$ cat config.mk
export PLATFORM = sky130hd
export DESIGN_NAME = tpss_fifo
export DESIGN_NICKNAME = d
export VERILOG_FILES = /design/src/rtl/core/tpss_pkg.sv /design/src/rtl/core/tpss_fifo.sv
export SDC_FILE = /design/constraint.sdc
export NUM_CORES = 1
export LEC_CHECK = 0
export BUFFER_PORTS_ARGS = -buffer_cell sky130_fd_sc_hd__buf_2
export CORE_UTILIZATION = 60
export DETAILED_ROUTE_END_ITERATION = 7
export PLACE_DENSITY = 0.88
export SYNTH_ARGS = -nofsm -noshare
export SYNTH_HDL_FRONTEND = slang
export SYNTH_SLANG_ARGS = --single-unit
$ cat constraint.sdc
create_clock -name i_clk -period 6.8 [get_ports i_clk]
set_clock_uncertainty 0.1 [all_clocks]
set_input_delay 2.04 -clock i_clk [delete_from_list [all_inputs] [get_ports i_clk]]
set_output_delay 2.04 -clock i_clk [all_outputs]
set_load 0.1 [all_outputs]
$ cat src/rtl/core/tpss_pkg.sv
`timescale 1ns / 1ps
// Shared types and constants for the two-class stable priority sorter.
// No dependencies.
package tpss_pkg;

    localparam int unsigned TagW         = 16;
    localparam int unsigned KeyW         = 8;
    localparam int unsigned MaxItemsDef  = 64;
    localparam logic [KeyW-1:0] ThreshRst = 8'd60;

    // queued word between front and back
    typedef struct packed {
        logic [TagW-1:0] tag;
        logic [KeyW-1:0] key;
        logic            prio;
        logic            last;
    } t_item;

endpackage

$ cat src/rtl/core/tpss_fifo.sv
`timescale 1ns / 1ps
// Four-entry queue of classified words between front and back.
// Depends on tpss_pkg.
module tpss_fifo (
    input  logic            i_clk,
    input  logic            i_rst_n,
    input  logic            i_push,
    input  tpss_pkg::t_item i_item,
    output logic            o_full,
    input  logic            i_pop,
    output logic            o_valid,
    output tpss_pkg::t_item o_item
);
    import tpss_pkg::*;

    t_item      r_buf [4];
    logic [1:0] r_wp, r_rp;
    logic [2:0] r_cnt;
    logic       do_push, do_pop;

    assign o_full  = (r_cnt == 3'd4);
    assign o_valid = (r_cnt != 3'd0);
    assign o_item  = r_buf[r_rp];
    assign do_push = i_push && !o_full;
    assign do_pop  = i_pop && o_valid;

    always_ff @(posedge i_clk) begin
        if (do_push) begin
            r_buf[r_wp] <= i_item;
        end
    end

    always_ff @(posedge i_clk) begin
        if (!i_rst_n) begin
            r_wp  <= '0;
            r_rp  <= '0;
            r_cnt <= '0;
        end else begin
            if (do_push) r_wp <= r_wp + 2'd1;
            if (do_pop)  r_rp <= r_rp + 2'd1;
            r_cnt <= r_cnt + {2'b00, do_push} - {2'b00, do_pop};
        end
    end

endmodule

Word-level counts from Yosys, hierarchy flattened
Memory sizes are Yosys's and may differ from the RTL's. A register that Yosys moved wholly into a read port is not among the register bits.
Index checks and enable logic that the tools add are counted.
{"block": "totals", "register_bits": 7, "in_bits": 30, "mem_bits_rw": 104, "elab_cells": 17, "mem_count": 1, "out_inout_bits": 28}
{"block": "classes", "n_reduce_logical": 4, "muxes": 4, "eq_ne": 1, "n_addsub": 4}
{"memory": "r_buf", "depth": 4, "word_bits": 26, "rd": 1, "rd_ports_with_merged_regs": 1, "wr": 1, "line": "tpss_fifo.sv:16", "source": "t_item r_buf [4];"}
{"cell": "$add 2x1->2 const B", "n": 2}
{"cell": "$mux 2", "n": 2}
{"cell": "$add 3x1->3", "n": 1}
{"cell": "$eq 3x3->1 const B", "n": 1}
{"cell": "$reduce_bool 3->1", "n": 1}
{"cell": "$sub 3x1->3", "n": 1}
{"cell": "$logic_and 1x1->1", "n": 2}
{"cell": "$mux 1", "n": 2}
{"cell": "$logic_not 1->1", "n": 1}

Longest topological paths before layout
{"block": "logic_depth", "ltp_word": 5, "mapped_depth": 12, "mapped_depth_nobuf": 11}

Worst setup path before layout
OpenSTA, ideal clock, no wires.
{"block": "synth_timing", "kind": "input to register", "from": "input port i_push", "to": "register r_cnt[2]", "path_slack_ns": 2.988, "path_buffers": 1, "setup_time_ns": 0.115, "arrival_time_ns": 3.597, "t_required_ns": 6.585, "cell_stages": 11, "cell_sequence": "nor2b_1 > buf_6 > inv_1 > ha_1 > inv_1 > ha_1 > inv_1 > fa_1 > xnor2_1 > xnor2_1 > and2_1"}
{"block": "synth_between", "elab_chain_len": 3}
{"element": "from (decl)", "line": "tpss_fifo.sv:7", "source": "input logic i_push,"}
{"element": "$logic_and 1x1->1", "line": "tpss_fifo.sv:24", "source": "assign do_push = i_push && !o_full;"}
{"element": "$add 3x1->3", "line": "tpss_fifo.sv:41", "source": "r_cnt <= r_cnt + {2'b00, do_push} - {2'b00, do_pop};"}
{"element": "$sub 3x1->3", "line": "tpss_fifo.sv:41"}
{"element": "to (signal assigned)", "line": "tpss_fifo.sv:41"}
{"element": "to (decl)", "line": "tpss_fifo.sv:18", "source": "logic [2:0] r_cnt;"}
No other way between the ends.
A chain may end at the register's enable or synchronous reset.

==> flow_metrics.tcl <==
set metrics [dict create \
    overflow 0 \
    stdcell_count 366 \
    diodes 0 \
    hp-class "reg2reg" \
    drt-total-wl_um 7810 \
    grt_pass1_vias 2168 \
    slew_viol_final 0 \
    fin_crit_sh_pct 66.1 \
    maxCapViolations 0 \
    hold_buffers 0 \
    ant_nets 0 \
    regArea_sq_mm 0.00330 \
    layout_commonest_cell "edfxtp_1" \
    gp_congestion 0.677 \
    synthMuxAreaShare_pct 14.6 \
    h-tree-depth 4 \
    vias 2084 \
    drc 0 \
    powerDensity_mw_per_mm2 520 \
    worstSetupEndpointType "primary output" \
    required_ps 4660 \
    postCtsSetupBuffers 0 \
    first_iter_violations 145 \
    synth-xor-area-share_pct 0.817 \
    vias_per_cell 5.69 \
    worstSkewPairLatency_ps 500 \
    port_buffers 57 \
    synth_fa_ha_area_share_pct 2.22 \
    fp.dieArea_sq_mm 0.00749 \
    slew_headroom_pct 43.3 \
    ys_warn_count 0 \
    placed_area_sq_mm 0.00465 \
    final_cell_mix "edfxtp_1, buf_2, mux4_2, clkbuf_16, dfxtp_1" \
    coreArea_sq_mm 0.00683 \
    finalSetupViolCount 0 \
    multiInputGateArea_sq_um 886 \
    r2r_slack_ps 4150 \
    cts_resized 0 \
    status "finished, final reports clean" \
    die_h_um 86.6 \
    cts_root_buffer "clkbuf_8" \
    clock_path_buffers 2 \
    clk_transition_reported_paths_ps 60 \
    antenna_found_initial 0 \
    place.detailed.hpwl_um 4210 \
    syn_avg_cell_area_sq_um 23.3 \
    max_freq_ghz 0.222 \
    nNetsFinal 294 \
    grt_max_degree 27 \
    synthCells 184 \
    grt_usage_pct 23.8 \
    fin_crit_ps 4490 \
    synth_fp_nets 221 \
    dpl.cell_count 334 \
    hold_viol 0 \
    p_leak_uw 0.00188 \
    rsz0062_at_grt "no" \
    arrival_ps 2350 \
    synthToLayoutAreaGrowth_pct 23.5 \
    start_kind "flip-flop" \
    num_rows 30 \
    crit_type "reg2out" \
    crit_fanout 26 \
    peakVddDrop_uv 330 \
    ys_ff_latch 113 \
    synth_compound_area_share_pct 0.583 \
    final_area_sq_mm 0.00530 \
    drive_above_1_share_pct 43.0 \
    synth_top_area_share_pct 72.8 \
    die_x_um 86.6 \
    ios 58 \
    nFillCells 378 \
    synthSimpleGateAreaFrac_pct 2.39 \
    yosysTopAreaCell "edfxtp_1" \
    synth_top_family_by_area "multiplexers" \
    grt_pass1_wl_um 12100 \
    yosys-top-cells-area "edfxtp_1, mux4_2, dfxtp_1" \
    cts_tree "done" \
    cts_sinks 113 \
    worst_pin_slew_ps 850 \
    fin_hold_ws_ps 403 \
    synth_seq_area_share_pct 77.0 \
    netlist_area_sq_mm 0.00429 \
    synthDistinctLibCells 21 \
    finalPower_uw 2750 \
    dr.pass1.iters 4 \
    start_util_pct 62.8 \
    setup_tns_ps 0 \
    wl_per_cell_um 21.3 \
    cts_buffers 17 \
]
[synthesized netlist by cell type, drive strengths merged]
| cell type | instances |
|---|---|
| ha | 6 |
| nor3b | 1 |
| and2 | 7 |
| mux4 | 26 |
| clkbuf | 2 |
| fa | 1 |
| o31a | 1 |
| nor2b | 4 |
| mux2i | 2 |
| dfxtp | 9 |
| edfxtp | 104 |
| buf | 6 |
| nand2 | 4 |
| inv | 5 |
| o311ai | 1 |
| xnor2 | 4 |
| or3 | 1 |
[worst max-delay path, cell delays in order (launching register included)]
cell     delay (ps)
dfxtp_2         880
mux4_1          660
buf_2           310
[area by class of cell]
class                      instances  area share, %
tap                               96           2.27
inverter                           5          0.354
sequential                       113           62.4
clock buffer                      18           7.89
multi-input combinational         58           16.7
clock inverter                    14           4.30
timing repair buffer              62           6.09
[registers in the layout, summed over array words and instances (netlist names), named ones only]
signal and cells:
r_buf 104, r_wp 2, r_rp 2, r_cnt 3
[metrics by stage]
stage          util [%]  worst slack, ps
2_1_floorplan         -             2990
3_3_place_gp       68.1             2730
3_5_place_dp       68.1             2650
4_1_cts            77.5             2210
5_1_grt            77.5             2110
6_report           77.5             2310
[kinds of logic after synthesis]
logic type | count (synthesis)
AO/OA/AOI/OAI | 2
XOR/XNOR | 4
adder cells (fa/ha/maj) | 7
buffers and inverters | 13
flip-flops | 113
multiplexers | 28
AND/OR/NAND/NOR | 17
[final timing paths]
check            start    endpoint  cells after the start
max reg2reg   r_cnt[1]    r_cnt[2]                     11
max          flip-flop  o_item[24]                      2
min            r_wp[0]     r_wp[0]                      2
min reg2reg    r_wp[0]     r_wp[0]                      2
[report_power, final]
group | internal, uW | switching [uW] | leakage [uW]
sequential | 847 | 68.0 | 0.00103
clock | 638 | 314 | 0.000311
combinational | 200 | 687 | 0.000544
[layer usage]
metal | share of wire, % | track usage, % | routed length (um)
met4 | 2.0 | 11.7 | 159
met1 | 42 | 30.2 | 3250
met2 | 51 | 37.4 | 3990
met3 | 5.2 | 7.71 | 402
met5 | 0 | 0 | 0
No activity file was read; power rests on OpenSTA's default activity.
