[src/rtl/core/tpss_pkg.sv]
`timescale 1ns / 1ps
// Shared types and constants for the two-class stable priority sorter.
// No dependencies.
package tpss_pkg;

    localparam int unsigned TagW         = 16;
    localparam int unsigned KeyW         = 8;
    localparam int unsigned MaxItemsDef  = 64;
    localparam logic [KeyW-1:0] ThreshRst = 8'd60;

    // queued word between front and back
    typedef struct packed {
        logic [TagW-1:0] tag;
        logic [KeyW-1:0] key;
        logic            prio;
        logic            last;
    } t_item;

endpackage

[src/rtl/core/tpss_back.sv]
`timescale 1ns / 1ps
// Back end: insertion chain for the priority class, arrival-order store for
// the rest, and the drain sequencer with output register. Depends on tpss_pkg.
module tpss_back #(
    parameter int unsigned MAX_ITEMS = tpss_pkg::MaxItemsDef
) (
    input  logic            i_clk,
    input  logic            i_rst_n,
    input  logic            i_valid,
    input  tpss_pkg::t_item i_item,
    output logic            o_pop,
    output logic            o_valid,
    input  logic            i_ready,
    output logic [15:0]     o_tag,
    output logic            o_prio,
    output logic            o_ovf,
    output logic            o_last
);
    import tpss_pkg::*;

    localparam int unsigned CW = $clog2(MAX_ITEMS + 1);
    localparam int unsigned IW = $clog2(MAX_ITEMS);

    localparam logic [1:0] S_COLL = 2'd0;
    localparam logic [1:0] S_DP   = 2'd1;
    localparam logic [1:0] S_NRD  = 2'd2;
    localparam logic [1:0] S_NEM  = 2'd3;

    logic [1:0]      r_state;
    logic [CW-1:0]   r_np, r_nn;
    logic [IW-1:0]   r_rd;
    logic            r_ovfs;
    logic [KeyW-1:0] r_ckey [MAX_ITEMS];
    logic [TagW-1:0] r_ctag [MAX_ITEMS];
    logic [TagW-1:0] r_mem  [MAX_ITEMS];
    logic [TagW-1:0] r_q;
    logic            r_ov, r_oprio, r_oovf, r_olast;
    logic [TagW-1:0] r_otag;

    logic [MAX_ITEMS-1:0] lt;
    logic                 take, full, ins, out_free, dp_last, nm_last, emit;

    assign o_pop    = (r_state == S_COLL);
    assign take     = o_pop && i_valid;
    assign full     = ({1'b0, r_np} + {1'b0, r_nn}) == (CW+1)'(MAX_ITEMS);
    assign ins      = take && !full && i_item.prio;
    assign out_free = !r_ov || i_ready;
    assign dp_last  = (r_np == CW'(1)) && (r_nn == '0);
    assign nm_last  = (CW'(r_rd) + CW'(1)) == r_nn;
    // a result is loaded into the output register this cycle
    assign emit     = out_free && (((r_state == S_DP) && (r_np != '0)) ||
                                   (r_state == S_NEM));

    // cells past the sorted part, or holding a smaller key, move down
    always_comb begin
        for (int i = 0; i < MAX_ITEMS; i++) begin
            lt[i] = (CW'(i) >= r_np) || (r_ckey[i] < i_item.key);
        end
    end

    always_ff @(posedge i_clk) begin
        if (ins) begin
            for (int i = 0; i < MAX_ITEMS; i++) begin
                if (lt[i]) begin
                    if (i > 0 && lt[(i > 0) ? i-1 : 0]) begin
                        r_ckey[i] <= r_ckey[(i > 0) ? i-1 : 0];
                        r_ctag[i] <= r_ctag[(i > 0) ? i-1 : 0];
                    end else begin
                        r_ckey[i] <= i_item.key;
                        r_ctag[i] <= i_item.tag;
                    end
                end
            end
        end else if (r_state == S_DP && r_np != '0 && out_free) begin
            for (int i = 0; i < MAX_ITEMS - 1; i++) begin
                r_ckey[i] <= r_ckey[i+1];
                r_ctag[i] <= r_ctag[i+1];
            end
        end
    end

    always_ff @(posedge i_clk) begin
        if (take && !full && !i_item.prio) begin
            r_mem[r_nn[IW-1:0]] <= i_item.tag;
        end
        r_q <= r_mem[r_rd];
    end

    always_ff @(posedge i_clk) begin
        if (!i_rst_n) begin
            r_state <= S_COLL;
            r_np    <= '0;
            r_nn    <= '0;
            r_rd    <= '0;
            r_ovfs  <= 1'b0;
            r_ov    <= 1'b0;
        end else begin
            r_ov <= emit || (r_ov && !i_ready);
            unique case (r_state)
                S_COLL: begin
                    if (take) begin
                        if (full)              r_ovfs <= 1'b1;
                        else if (i_item.prio)  r_np   <= r_np + CW'(1);
                        else                   r_nn   <= r_nn + CW'(1);
                        if (i_item.last)       r_state <= S_DP;
                    end
                end
                S_DP: begin
                    if (r_np == '0) begin
                        r_rd    <= '0;
                        r_state <= S_NRD;
                    end else if (out_free) begin
                        r_otag  <= r_ctag[0];
                        r_oprio <= 1'b1;
                        r_oovf  <= r_ovfs;
                        r_olast <= dp_last;
                        r_np    <= r_np - CW'(1);
                        if (dp_last) begin
                            r_ovfs  <= 1'b0;
                            r_state <= S_COLL;
                        end
                    end
                end
                S_NRD: r_state <= S_NEM;
                S_NEM: begin
                    if (out_free) begin
                        r_otag  <= r_q;
                        r_oprio <= 1'b0;
                        r_oovf  <= r_ovfs;
                        r_olast <= nm_last;
                        if (nm_last) begin
                            r_nn    <= '0;
                            r_ovfs  <= 1'b0;
                            r_state <= S_COLL;
                        end else begin
                            r_rd    <= r_rd + IW'(1);
                            r_state <= S_NRD;
                        end
                    end
                end
                default: r_state <= S_COLL;
            endcase
        end
    end

    assign o_valid = r_ov;
    assign o_tag   = r_otag;
    assign o_prio  = r_oprio;
    assign o_ovf   = r_oovf;
    assign o_last  = r_olast;

endmodule

[config.mk]
export PLATFORM = sky130hd
export DESIGN_NAME = tpss_back
export DESIGN_NICKNAME = d
export VERILOG_FILES = /design/src/rtl/core/tpss_pkg.sv /design/src/rtl/core/tpss_back.sv
export SDC_FILE = /design/constraint.sdc
export NUM_CORES = 2
export LEC_CHECK = 0
export BUFFER_PORTS_ARGS = -buffer_cell sky130_fd_sc_hd__buf_4
export CORE_UTILIZATION = 45
export DETAILED_ROUTE_END_ITERATION = 10
export HOLD_SLACK_MARGIN = 0.1
export PLACE_DENSITY_LB_ADDON = 0.12
export SLEW_MARGIN = 10
export SYNTH_ARGS = -nofsm -noshare
export SYNTH_HDL_FRONTEND = slang
export SYNTH_SLANG_ARGS = --single-unit
[constraint.sdc]
create_clock -name i_clk -period 7.7 [get_ports i_clk]
set_clock_uncertainty 0.15 [all_clocks]
set_input_delay 1.54 -clock i_clk [delete_from_list [all_inputs] [get_ports i_clk]]
set_output_delay 1.54 -clock i_clk [all_outputs]
set_load 0.01 [all_outputs]
[Yosys cells after proc, flatten, opt, wreduce, memory -nomap -nowiden]
Memories as Yosys holds them, arrays and structs flattened. A register that Yosys moved wholly into a read port is not among the register bits.
Index checks and enable logic that the tools add are counted.
Storage, ports and cells
  register bits: 43
  output and inout port bits: 21
  bits in latches: 0
  bits in writable memories: 2560
  bits in read-only memories: 0
  memories: 3
Memories
  r_ctag: depth 64, bits a word 16, rd ports 64, clocked after memory_dff 0, write ports 64, RTL line tpss_back.sv:34  | logic [TagW-1:0] r_ctag [MAX_ITEMS];
  r_mem: depth 64, bits a word 16, rd ports 1, clocked after memory_dff 1, write ports 1, RTL line tpss_back.sv:35  | logic [TagW-1:0] r_mem [MAX_ITEMS];
  r_ckey: depth 64, bits a word 8, rd ports 64, clocked after memory_dff 0, write ports 64, RTL line tpss_back.sv:33  | logic [KeyW-1:0] r_ckey [MAX_ITEMS];
Operators by class
  bitwise logic cells: 252
  multiplexer cells: 810
  magnitude comparators: 128
  $mul: 0
  reductions and logical operators: 95
  eq/ne operators: 21
  divide/modulo/power cells: 0
  add/subtract/negate cells: 6
  shifts and indexed selects: 0
Operators with widths (number)
  $mux W16: 129
  $mux W8: 126
  $mux W1: 526
  $lt A8 B8 Y1: 64
  $or A1 B1 Y1: 252
  $ge A6 B7 Y1 const A: 32
  $ge A5 B7 Y1 const A: 16
  $mux W7: 10
  $logic_or A1 B1 Y1: 67
  $ge A4 B7 Y1 const A: 8
  $pmux W16 S2: 1
  $ge A3 B7 Y1 const A: 4
  $pmux W7 S2: 2
  $ne A2 B2 Y1 const B: 10
  $mux W6: 3
  $add A7 B1 Y7 const B: 2
  $ge A1 B7 Y1 const A: 2
  $ge A2 B7 Y1 const A: 2
  $logic_not A7 Y1: 2
  $mux W2: 7
  $pmux W6 S2: 1
  $reduce_and A6 Y1: 2
  $reduce_and A5 Y1: 2
  $logic_and A1 B1 Y1: 9
  other kinds (22): 33

[Logic depth before layout (Yosys ltp)]
  depth in word-level cells: 9
  mapped depth: 12
  mapped depth without buffers: 9

[Worst setup path before layout]
Ideal clock, no wire load.
  path kind: input -> register
  start point: input port i_item[3] (netlist name)
  end point: memory r_ckey[0][0] (enable)
  stages: 8
  buffers on the path: 1
  data required time: 7112 ps
  arrival: 5918 ps
  setup slack: 1194 ps
  library setup time: 438 ps
  path through: clkbuf_1 inv_1 ha_1 a21o_1 a211o_1 a221oi_1 nor3_1 o21ai_0
RTL lines
  start, declared: RTL line tpss_back.sv:10  | input tpss_pkg::t_item i_item,
  end, declared: RTL line tpss_back.sv:33

==> impl_metrics.toml <==
[status]
outcome = "complete, no violations"

[routing]
drt-total-wl_um = 412000
firstDrtPassIters = 6
post_drt_wl_per_cell_um = 31.2
via_per_inst = 6.43
drtIter0Drc = 10700
postRouteAntennaNets = 0
drcViolationCount = 0
vias = 84900

[final_layout]
drive_gt1_frac = 0.123
final_common_cell = "edfxtp_1"
area_delta_synth_final_pct = 10.6
num-nets-final = 9720
final_cell_mix = "edfxtp_1 (2579), nand2_1 (1073), o21ai_0 (820)"
final_util = 0.500

[clock_tree]
cts_buffer_depth = 4
cts_resized = 0
cts_buffers = 296
cts_root_buf = "clkbuf_16"
cts_tree = "built"
path_clk_slew_ns = 0.06
ctsHoldBuffers = 0
post_cts_buffers = 0
clock_latency_ns = 0.93
htree_levels = 5
clock-sinks = 2619

[global_route]
grt_max_degree = 240
track_usage = 0.283
grt_overflow_total = 0
grt_pass1_vias = 82600
grt_pass1_wl_um = 594000
grt_antenna_before_repair = 21

[timing]
fin_crit_sh = 0.757
worst_pin_slew_ns = 1.33
rsz0062_at_grt = "false"
finalSetupViolCount = 0
holdWs_ns = 0.314
max_freq_mhz = 171
hold_viol = 0
layout_min_cycle_time_ns = 5.83
drv_slew = 0
setup_slack_ns = 1.87
max_slew_margin = 0.111
fin_setup_tns_ns = 0

[synthesis]
synthArstFlopShare = 0
ys.flop_type = "edfxtp_1"
synth_area_sq_um = 128000
ys_warn_count = 0
syn-num-nets = 9877
yosysSeqAreaShare = 0.613
syn-instance-count = 9383
synth_edf_count = 2579
synth_seq_cells = 2619
syn_avg_cell_area_sq_um = 13.6
yosysUniqueCellTypes = 95

[worst_setup_path]
worst_ep_arrival_time_ns = 6.45
timing.rr.end = "r_ctag[0][367]"
crit_fanout = 23
end_kind = "flop"
ff2ff_setup_slack_ns = 1.87
reg2regPathDepth = 10
critPathKind = "reg2reg"
cp.required_ns = 8.32
r2r-start = "r_nn[0]"
startpoint_type = "flop"

[place]
portBuffers = 50
pre_cts_ws_ns = 1.52
place.gp.congestion = 0.883
dpl.hpwl_um = 268000

[die]
die_h_um = 535
rows = 195
die_area_sq_um = 286000
pin_count = 51
start_util = 0.452
coreArea_sq_um = 282000
die_w_um = 535

[worst_hold_path]
whs_endpoint = "o_ovf"
hp-start = "r_ovfs"
hp-class = "reg2reg"
hold_depth = 0

[power]
internal_power_w = 0.0281
p_per_area_nw_per_um2 = 279
swShare = 0.289
comb_power_share = 0.158
p_clk_frac = 0.346
leakage_nw = 48.0
seqPwrFrac = 0.496
ir_drop_mv = 0.209
power_switching_w = 0.0114

[flow_run]
maxCapViolations = 0
## how the worst max path moves through the flow
stage               startpoint        endpoint  slack [ns]  cells past startpoint
global route           r_nn[0]  r_ctag[0][511]        1.80                     10
floorplan            i_item[3]    r_ckey[0][0]        1.19                      8
CTS                    r_nn[0]  r_ctag[0][367]        1.96                     10
global placement     i_item[3]  r_ctag[1][464]        1.54                      9
detailed placement   i_item[3]  r_ctag[1][466]        1.52                      9
finish                 r_nn[0]  r_ctag[0][367]        1.87                     10
## synthesized netlist by cell type (all sizes together), types with 16 or more instances
cell type,number,area (sq um)
or3,17,106
inv,86,323
a22o,97,850
o21ai,855,4280
nor2,749,2830
and2,28,175
o221ai,70,613
edfxtp,2579,77400
buf,253,1360
a22oi,49,368
nand2,1075,4040
o22ai,18,113
ha,463,5790
mux2i,688,6890
mux2,25,282
nand3,51,355
nor3,33,195
o21a,31,240
dfxtp,40,801
mux4,336,7570
nand2b,75,469
a221o,576,5770
clkbuf,495,1860
a21oi,138,691
o211ai,19,148
a211oi,55,413
nand4,53,332
a21o,240,1800
o31ai,16,125
## final cells by class
cell class / instances / area (sq um)
Fill cell: 23900 / 141000
Sequential cell: 2619 / 78300
Multi-Input combinational cell: 5930 / 46400
Clock buffer: 369 / 7810
Tap cell: 3743 / 4680
Timing Repair Buffer: 293 / 2490
Clock inverter: 146 / 1300
Inverter: 86 / 340
Antenna cell: 6 / 15.0
## logic make-up after synthesis
| group | count (synthesis) | share of synthesized area |
|---|---|---|
| xor+xnor | 12 | 0.000823 |
| compound gates | 2260 | 0.128 |
| simple gates | 2145 | 0.0704 |
| fa+ha+maj | 464 | 0.0455 |
| buf+inv | 834 | 0.0278 |
| flops | 2619 | 0.613 |
| mux | 1049 | 0.115 |
## power groups by stage
stage               registers (W)  clock network [W]  logic (W)
floorplan                  0.0190                  0    0.00425
global placement           0.0198                  0    0.00599
detailed placement         0.0198                  0    0.00615
CTS                        0.0195             0.0138    0.00618
global route               0.0197             0.0143    0.00679
finish                     0.0196             0.0137    0.00623
## sequential cells by signal (all words and copies together), names as in the netlist
signal and count:
r_ovfs 1, r_ctag 1024, r_np 7, o_ovf 1, o_tag 16, o_last 1
o_valid 1, r_ckey 512, r_state 2, o_prio 1, r_mem 1024, r_q 16
r_nn 7, r_rd 6
## per-layer routing
metal	vias up	share of wire	GRT usage
met5	-	0.00020	0
met4	14	0.036	0.0970
met3	658	0.089	0.0474
met2	4135	0.43	0.416
met1	43600	0.44	0.424
li1	36500	-	-
## critical path, cell delays in order, from the launching register on
cell and delay [ns]:
dfxtp_1 0.47, ha_1 0.29, fa_1 0.44, a211oi_1 0.39, nor2_1 0.14, a311oi_2 0.55, or4_1 1.10, buf_4 0.49
nand3_2 1.02, nor2_1 0.45, a221o_1 0.16
## per-stage QoR
step,power (W),cell area (sq um),std cells
final,0.0395,141000,13200
after global routing,0.0408,141000,13200
after CTS,0.0395,141000,13200
after detailed placement,0.0260,132000,12700
after global placement,0.0258,132000,12700
after floorplan,0.0232,128000,9383
No activity file was read; power rests on OpenSTA's default activity.
