<file path="src/rtl/core/tpss_pkg.sv">
`timescale 1ns / 1ps
// Shared types and constants for the two-class stable priority sorter.
// No dependencies.
package tpss_pkg;

    localparam int unsigned TagW         = 16;
    localparam int unsigned KeyW         = 8;
    localparam int unsigned MaxItemsDef  = 64;
    localparam logic [KeyW-1:0] ThreshRst = 8'd60;

    // queued word between front and back
    typedef struct packed {
        logic [TagW-1:0] tag;
        logic [KeyW-1:0] key;
        logic            prio;
        logic            last;
    } t_item;

endpackage

</file>
<file path="src/rtl/core/tpss_front.sv">
`timescale 1ns / 1ps
// Front end: threshold register and classification of incoming words.
// Depends on tpss_pkg.
module tpss_front (
    input  logic                   i_clk,
    input  logic                   i_rst_n,
    input  logic                   i_cfg_valid,
    input  logic [7:0]             i_cfg_data,
    input  logic [23:0]            i_data,
    input  logic                   i_last,
    output tpss_pkg::t_item        o_item
);
    import tpss_pkg::*;

    logic [KeyW-1:0] r_thresh;

    always_ff @(posedge i_clk) begin
        if (!i_rst_n) begin
            r_thresh <= ThreshRst;
        end else if (i_cfg_valid) begin
            r_thresh <= i_cfg_data;
        end
    end

    always_comb begin
        o_item.tag  = i_data[TagW-1:0];
        o_item.key  = i_data[TagW+KeyW-1:TagW];
        o_item.prio = (i_data[TagW+KeyW-1:TagW] >= r_thresh);
        o_item.last = i_last;
    end

endmodule

</file>
<file path="config.mk">
export PLATFORM = sky130hd
export DESIGN_NAME = tpss_front
export DESIGN_NICKNAME = d
export VERILOG_FILES = /design/src/rtl/core/tpss_pkg.sv /design/src/rtl/core/tpss_front.sv
export SDC_FILE = /design/constraint.sdc
export NUM_CORES = 1
export LEC_CHECK = 0
export BUFFER_PORTS_ARGS = -buffer_cell sky130_fd_sc_hd__buf_4
export CAP_MARGIN = 20
export CORE_MARGIN = 2
export CORE_UTILIZATION = 32
export DETAILED_ROUTE_END_ITERATION = 8
export PLACE_DENSITY_LB_ADDON = 0.1
export SETUP_SLACK_MARGIN = 0.3
export SYNTH_ARGS = -nofsm -noshare
export SYNTH_HDL_FRONTEND = slang
export SYNTH_SLANG_ARGS = --single-unit
</file>
<file path="constraint.sdc">
create_clock -name i_clk -period 1.9 [get_ports i_clk]
set_input_delay 0.57 -clock i_clk [delete_from_list [all_inputs] [get_ports i_clk]]
set_output_delay 0.57 -clock i_clk [all_outputs]
set_load 0.05 [all_outputs]
</file>
# ---- Yosys cells after proc, flatten, opt, wreduce, memory -nomap -nowiden
# Index checks and enable logic that the tools add are counted.
dict set report word_totals {
  ff_bits 8
  inputBits 36
  output_inout_bits 26
  wordCells 2
}
dict set report classes {
  order_cmp 1
}
# operator n
set op_table {}
lappend op_table {{$ge A8 B8 Y1} 1}

# ---- Longest topological paths before layout
# Gate-level depths: netlist of run 1.
dict set report depth {
  ltp_word 1
  mapped_depth 5
  mapped_depth_nobuf 5
}

# ---- Least setup slack after synthesis of run 1
# OpenSTA, ideal clock, no wires.
dict set report synth_path {
  kind {input -> output}
  start {in i_data[23]}
  end {out o_item[1] in the netlist's numbering}
  arrival_ns 1.816
  required_ns 1.330
  path_slack_ns -0.486
  cell_stages 4
  path_buffers 0
  cell_sequence {ha_1 and3_2 nand3_1 o21ai_1}
}
# item line
set synth_lines {}
lappend synth_lines {{start: declaration} tpss_front.sv:9} ;# input logic [23:0] i_data,
lappend synth_lines {{end: declaration} tpss_front.sv:11} ;# output tpss_pkg::t_item o_item

==> impl_metrics.json, run 1 <==
{
  "run_status": "finished with violations",
  "violations": "setup timing",
  "filler_cell_count": 215,
  "drt-total-wl_mm": 1.164,
  "dieArea_mm2": 0.002465,
  "timing.max_cap.violations": 0,
  "min_period_over_period_pct": 114.7,
  "post_drt_via_cell_ratio": 4.212,
  "final_cells": 113,
  "yosys_warnings": 0,
  "drc": 0,
  "yosys-mux-area-fraction_pct": 6.004,
  "seq_area_frac_synth_pct": 24.02,
  "minimum_clock_period_ps": 2179,
  "synth_compound_gate_area_share_pct": 11.82,
  "yosys_most_used_dff": "dfxtp_1",
  "io_pins": 62,
  "yosysUniqueCellTypes": 16,
  "synth_top_cell_area_share_pct": 28.14,
  "clk_root_buffer_cell": "clkbuf_4",
  "aggregate_global_route_resource_usage_pct": 10.48,
  "initial_utilization_pct": 33.99,
  "leakage_nw": 0.4381,
  "max_slew_margin_pct": 83.55,
  "ys_async_sr_fraction_pct": 0,
  "synthesis.area_um2": 666.9,
  "synth-simple-area-share_pct": 8.818,
  "coreArea_mm2": 0.001962,
  "setup.worst_path.class": "in2out",
  "grt_pass1_vias": 498,
  "multiInputGateArea_um2": 371.6,
  "synthesis.area_per_instance_um2": 8.892,
  "clock_insertion_delay_worst_skew_ps": 250,
  "worst-slew-pin-transition_ps": 246.8,
  "synth-seq-cells": 8,
  "drv_slew": 0,
  "tritoncts": "built",
  "antenna_found_initial": 0,
  "final_ws_setup_ps": -278.9,
  "post_drt_wl_per_cell_um": 10.30,
  "synth_enable_flop_cells": 0,
  "crit_path_end_kind": "primary output",
  "unrepaired_setup_endpoints_after_global_routing": "yes",
  "class_of_the_worst_hold_path": "reg2reg",
  "finalSetupViolCount": 1,
  "maxClockFrequency_ghz": 0.4590,
  "route.antenna.remaining_nets": 0,
  "detail_route.first_pass.iterations": 2,
  "post_synth_main_area_contributors": "buf_4 28%, dfxtp_1 24%, ha_1 15%, mux2i_1 6.0%, inv_1 4.5%",
  "gp_congestion": 0.5977,
  "largest_reg_flops": 8,
  "top_register": "r_thresh",
  "cell_total_after_placement": 109,
  "place.port_buffers": 27,
  "clock_sinks": 8,
  "grt_max_degree": 13,
  "synth_most_common_cell": "buf_4",
  "area.growth.synth_to_final_pct": 33.58,
  "timing.critical_path.fanout_max": 2,
  "main_combinational_cell_family_by_area_after_synthesis": "buffers and inverters",
  "ir_drop_mv": 0.3309,
  "timing.reg2reg.setup_slack_ps": 1170,
  "dpl.hpwl_um": 966,
  "cts_max_path_buffers": 2,
  "worst-endpoint-arrival_ps": 1610,
  "cts_hold_buf": 0,
  "die_w_um": 49.65,
  "power_per_cell_area_mw_per_mm2": 580.4,
  "top_flop_regs": "r_thresh (8)",
  "detailedRoute.firstIterationViolations": 3,
  "antenna_cells_inserted": 0,
  "worstSetupStartpointType": "input port",
  "fin_hold_viols": 0,
  "yosysTopAreaCell": "buf_4",
  "netlist_instances": 75,
  "net_count_reported_at_finish": 132,
  "h-tree-depth": 1,
  "worst_path_clk_slew_ps": 50,
  "synth_fa_ha_area_share_pct": 15.01,
  "numCtsBuffers": 3,
  "routed-via-count": 476,
  "die_height_um": 49.65,
  "critical_path_required_ps": 1330,
  "global_route_wire_length_before_repair_mm": 1.980,
  "synth.net_count": 119,
  "globalRouteOverflowTotal": 0,
  "synth.cells.most_frequent": "25 x buf_4, 8 x dfxtp_1, 8 x ha_1, 8 x inv_1",
  "whs_ps": 498.5,
  "final-seq-area_um2": 162.7,
  "rows": 16,
  "synth_xor_xnor_area_share_pct": 0,
  "worst_case_clock_skew_ps": 0,
  "post_route_cells_drive_above_1_share_pct": 58.14
}
-- repair_timing --
| action | CTS | global route |
|---|---|---|
| buffers inserted | 1 | 0 |
| gates resized for setup | 7 | 3 |
| pin swaps | 6 | 5 |
| endpoints found under the setup margin | 1 | 1 |
-- layout by cell type, fill, tap and decap left out --
cell type / synthesis / routed
buf_6: 1 / 4
a21o_1: 3 / 3
ha_4: 0 / 5
nand3_2: 0 / 1
a221oi_4: 0 / 1
clkbuf_4: 0 / 3
ha_1: 8 / 3
a31oi_1: 1 / 1
and3_4: 0 / 1
nand2_1: 4 / 4
mux2i_1: 4 / 4
inv_2: 0 / 2
inv_1: 8 / 6
buf_4: 25 / 30
nor2b_1: 4 / 4
o21ai_4: 0 / 1
o211ai_1: 4 / 4
nand2b_1: 1 / 1
dfxtp_2: 0 / 2
dfxtp_1: 8 / 6
-- power breakdown --
| part | internal (mW) | switching (mW) |
|---|---|---|
| clock network | 0.0721 | 0.0556 |
| logic | 0.103 | 0.103 |
| registers | 0.179 | 0.00413 |
-- final timing paths --
check	from	endpoint	depth (start not counted)
setup / recovery	i_data[20]	o_item[1]	6
hold reg to reg	r_thresh[3]	r_thresh[3]	2
setup reg to reg	r_thresh[6]	r_thresh[6]	3
hold / removal	r_thresh[3]	r_thresh[3]	2
-- metal layers --
layer,GRT usage [%],wire length [µm]
met1,11.19,469
met2,17.78,556
met3,5.758,127
met4,2.778,10
met5,0,0
-- per-stage QoR --
stage | area [µm²] | TNS, ps | total power [mW] | util (%) | setup WS, ps
global route | 890.9 | -321.9 | 0.5536 | 45.41 | -321.9
finish | 890.9 | -278.9 | 0.5171 | 45.41 | -278.9
detailed placement | 818.3 | -355.3 | 0.3833 | 41.71 | -355.3
CTS | 885.9 | -289.7 | 0.5270 | 45.15 | -289.7
floorplan | 735.7 | -121.2 | 0.4114 | - | -121.2
global placement | 818.3 | -348.3 | 0.3814 | 41.71 | -348.3
-- area by class of cell --
| type | instances | area share, % |
|---|---|---|
| clock buffers | 3 | 2.528 |
| inverters | 8 | 3.371 |
| multi-input cells | 33 | 41.71 |
| flip-flops and latches | 8 | 18.26 |
| well taps | 27 | 3.792 |
| repair buffers | 34 | 30.34 |
-- logic make-up (layout without fill, tap and decap cells) --
logic type | count (synthesis) | after routing
compound gates | 10 | 10
fa+ha+maj | 8 | 8
buf+inv | 34 | 45
flops | 8 | 8
mux | 4 | 4
simple gates | 11 | 11
-- worst max-delay path, stage by stage --
cell and delay (ps):
buf_6 100, ha_4 200, a21o_1 200, a221oi_4 290, o21ai_4 90, buf_6 160
Note: power is estimated with default switching activity, not from simulation.
==> run 2, diff against run 1 <==
- CELL_PAD_IN_SITES_DETAIL_PLACEMENT: unset -> 0
- CELL_PAD_IN_SITES_GLOBAL_PLACEMENT: unset -> 1
- CORE_ASPECT_RATIO: unset -> 2
- CORE_UTILIZATION: 32 -> 21
==> run 2 against run 1 <==
The run still ends with setup timing left; non-clock buffer count decreased by 4; register-to-register slack is essentially flat; final cell count unchanged; combinational power barely moved; worst setup slack worse by 10 ps; core utilization shrank 16 points; critical path type unchanged; routed wire length is 14% higher; global-route usage decreased by 2.8 points; power grew 14%; critical path depth is the same; design area increased by 0.42%; largest cell class unchanged.
==> impl_metrics.json, run 2 (synthesized netlist as in run 1, its figures left out) <==
{
  "dpl.hpwl_mm": 1.056,
  "wirelength_met1_um": 520,
  "area.growth.synth_to_final_pct": 34.15,
  "clk_root_buffer_cell": "clkbuf_8",
  "min_period_over_period_pct": 115.2,
  "setup.worst_path.class": "in2out",
  "drc": 0,
  "top_register": "r_thresh",
  "place.port_buffers": 27,
  "timing.max_cap.violations": 0,
  "p_clk_share_pct": 34.3,
  "die_w_um": 43.85,
  "whs_ps": 498.9,
  "globalRouteOverflowTotal": 0,
  "rows": 29,
  "wl_met2_um": 648,
  "drv_slew": 0,
  "cts.repair_timing.setup_buffer_count": 0,
  "crit_path_start": "i_data[22]",
  "largest_reg_flops": 8,
  "detailedRoute.firstIterationViolations": 10,
  "net_count_reported_at_finish": 128,
  "final_ws_setup_ps": -289.1,
  "run_status": "finished with violations",
  "internal_power_mw": 0.4148,
  "routed-wl-met3_um": 162,
  "worst_case_clock_skew_ps": 0,
  "setup_total_negative_slack_ps": -289.1,
  "worst-endpoint-arrival_ps": 1620,
  "top_layer": "met3",
  "gp_congestion": 0.7233,
  "final_cell_mix": "28 x buf_4, 8 x inv_1, 7 x dfxtp_1",
  "netSwitchingPower_mw": 0.1767,
  "r2r_start": "r_thresh[4]",
  "clock_insertion_delay_worst_skew_ps": 220,
  "cts_max_path_buffers": 2,
  "antenna_found_initial": 0,
  "finalSetupViolCount": 1,
  "layout_commonest_cell": "buf_4",
  "detail_route.first_pass.iterations": 4,
  "power.switching_fraction_pct": 29.87,
  "leakage_nw": 0.4291,
  "dpl_worst_slack_ps": -398.1,
  "power.total_mw": 0.5915,
  "numCtsBuffers": 3,
  "timing.critical_path.fanout_max": 2,
  "filler_cell_count": 318,
  "worstSetupStartpointType": "input port",
  "die_height_um": 83.70,
  "holdPathStages": 2,
  "cell_total_after_placement": 110,
  "violations": "setup timing",
  "worst-slew-pin-transition_ps": 245.0,
  "io_pins": 62,
  "ir_drop_mv": 0.2948,
  "rr_worst_depth": 3,
  "worst_path_clk_slew_ps": 40,
  "timing.rr.end": "r_thresh[4]",
  "tritoncts": "built",
  "crit_path_end_kind": "primary output",
  "aggregate_global_route_resource_usage_pct": 7.699,
  "timing.reg2reg.setup_slack_ps": 1160,
  "final_cells": 113,
  "initial_utilization_pct": 21.62,
  "fin_hold_viols": 0,
  "power_per_cell_area_mw_per_mm2": 661.2,
  "global_route_wire_length_before_repair_mm": 2.166,
  "post_drt_via_cell_ratio": 4.478,
  "post_route_cells_drive_above_1_share_pct": 53.66,
  "minimum_clock_period_ps": 2189,
  "coreArea_mm2": 0.003084,
  "clock_sinks": 8,
  "power.sequential.fraction_pct": 31.0,
  "top_flop_regs": "r_thresh (8)",
  "detailed_place.area_um2": 800.8,
  "routed-via-count": 506,
  "h-tree-depth": 1,
  "critical_path_required_ps": 1330,
  "comb_power_share_pct": 34.7,
  "post_drt_wl_per_cell_um": 11.78,
  "maxClockFrequency_ghz": 0.4568,
  "post-route-util_pct": 29.01,
  "final_cell_area_um2": 894.6,
  "grt_max_degree": 13,
  "route.antenna.remaining_nets": 0,
  "dieArea_mm2": 0.003670,
  "unrepaired_setup_endpoints_after_global_routing": "yes",
  "grt_pass1_vias": 508,
  "antenna_cells_inserted": 0,
  "timing.critical_path.to": "o_item[1]",
  "max_slew_margin_pct": 83.67,
  "drt-total-wl_mm": 1.331,
  "class_of_the_worst_hold_path": "reg2reg"
}
run 2: worst max-delay path: stages:
cell	delay (ps)
buf_8	100
ha_4	210
a21o_1	180
a221oi_4	320
o21ai_4	80
buf_6	160
run 2: power groups by stage:
stage / Clock (mW) / Combinational, mW / Sequential [mW]
finish: 0.203 / 0.205 / 0.183
global route: 0.214 / 0.222 / 0.185
CTS: 0.209 / 0.207 / 0.183
detailed placement: 0 / 0.188 / 0.186
global placement: 0 / 0.185 / 0.186
floorplan: 0 / 0.226 / 0.185
run 2: layer usage:
layer	track usage, %	vias to the layer above
li1	-	238
met1	8.983	225
met2	11.63	43
met3	3.680	0
met4	3.306	0
met5	0	-
run 2: cell type report:
type                    instances  area [µm²]  area share (%)
multi-input cells              33       386.6           43.22
repair buffers                 30       236.5           26.43
flip-flops and latches          8       161.4           18.04
clock buffers                   3       41.29           4.615
well taps                      31       38.79           4.336
inverters                       8       30.03           3.357
run 2: worst min-delay path by stage:
stage,start,slack (ps),end
4_1_cts,r_thresh[3],500,r_thresh[3]
3_5_place_dp,r_thresh[3],490,r_thresh[3]
6_report,r_thresh[3],500,r_thresh[3]
2_1_floorplan,r_thresh[2],460,r_thresh[2]
5_1_grt,r_thresh[3],540,r_thresh[3]
3_3_place_gp,r_thresh[2],470,r_thresh[2]
run 2: timing repair:
action | CTS | global route
hold buffers | 0 | 0
pin swaps | 7 | 2
resized for setup | 6 | 2
endpoints found under the setup margin | 1 | 1
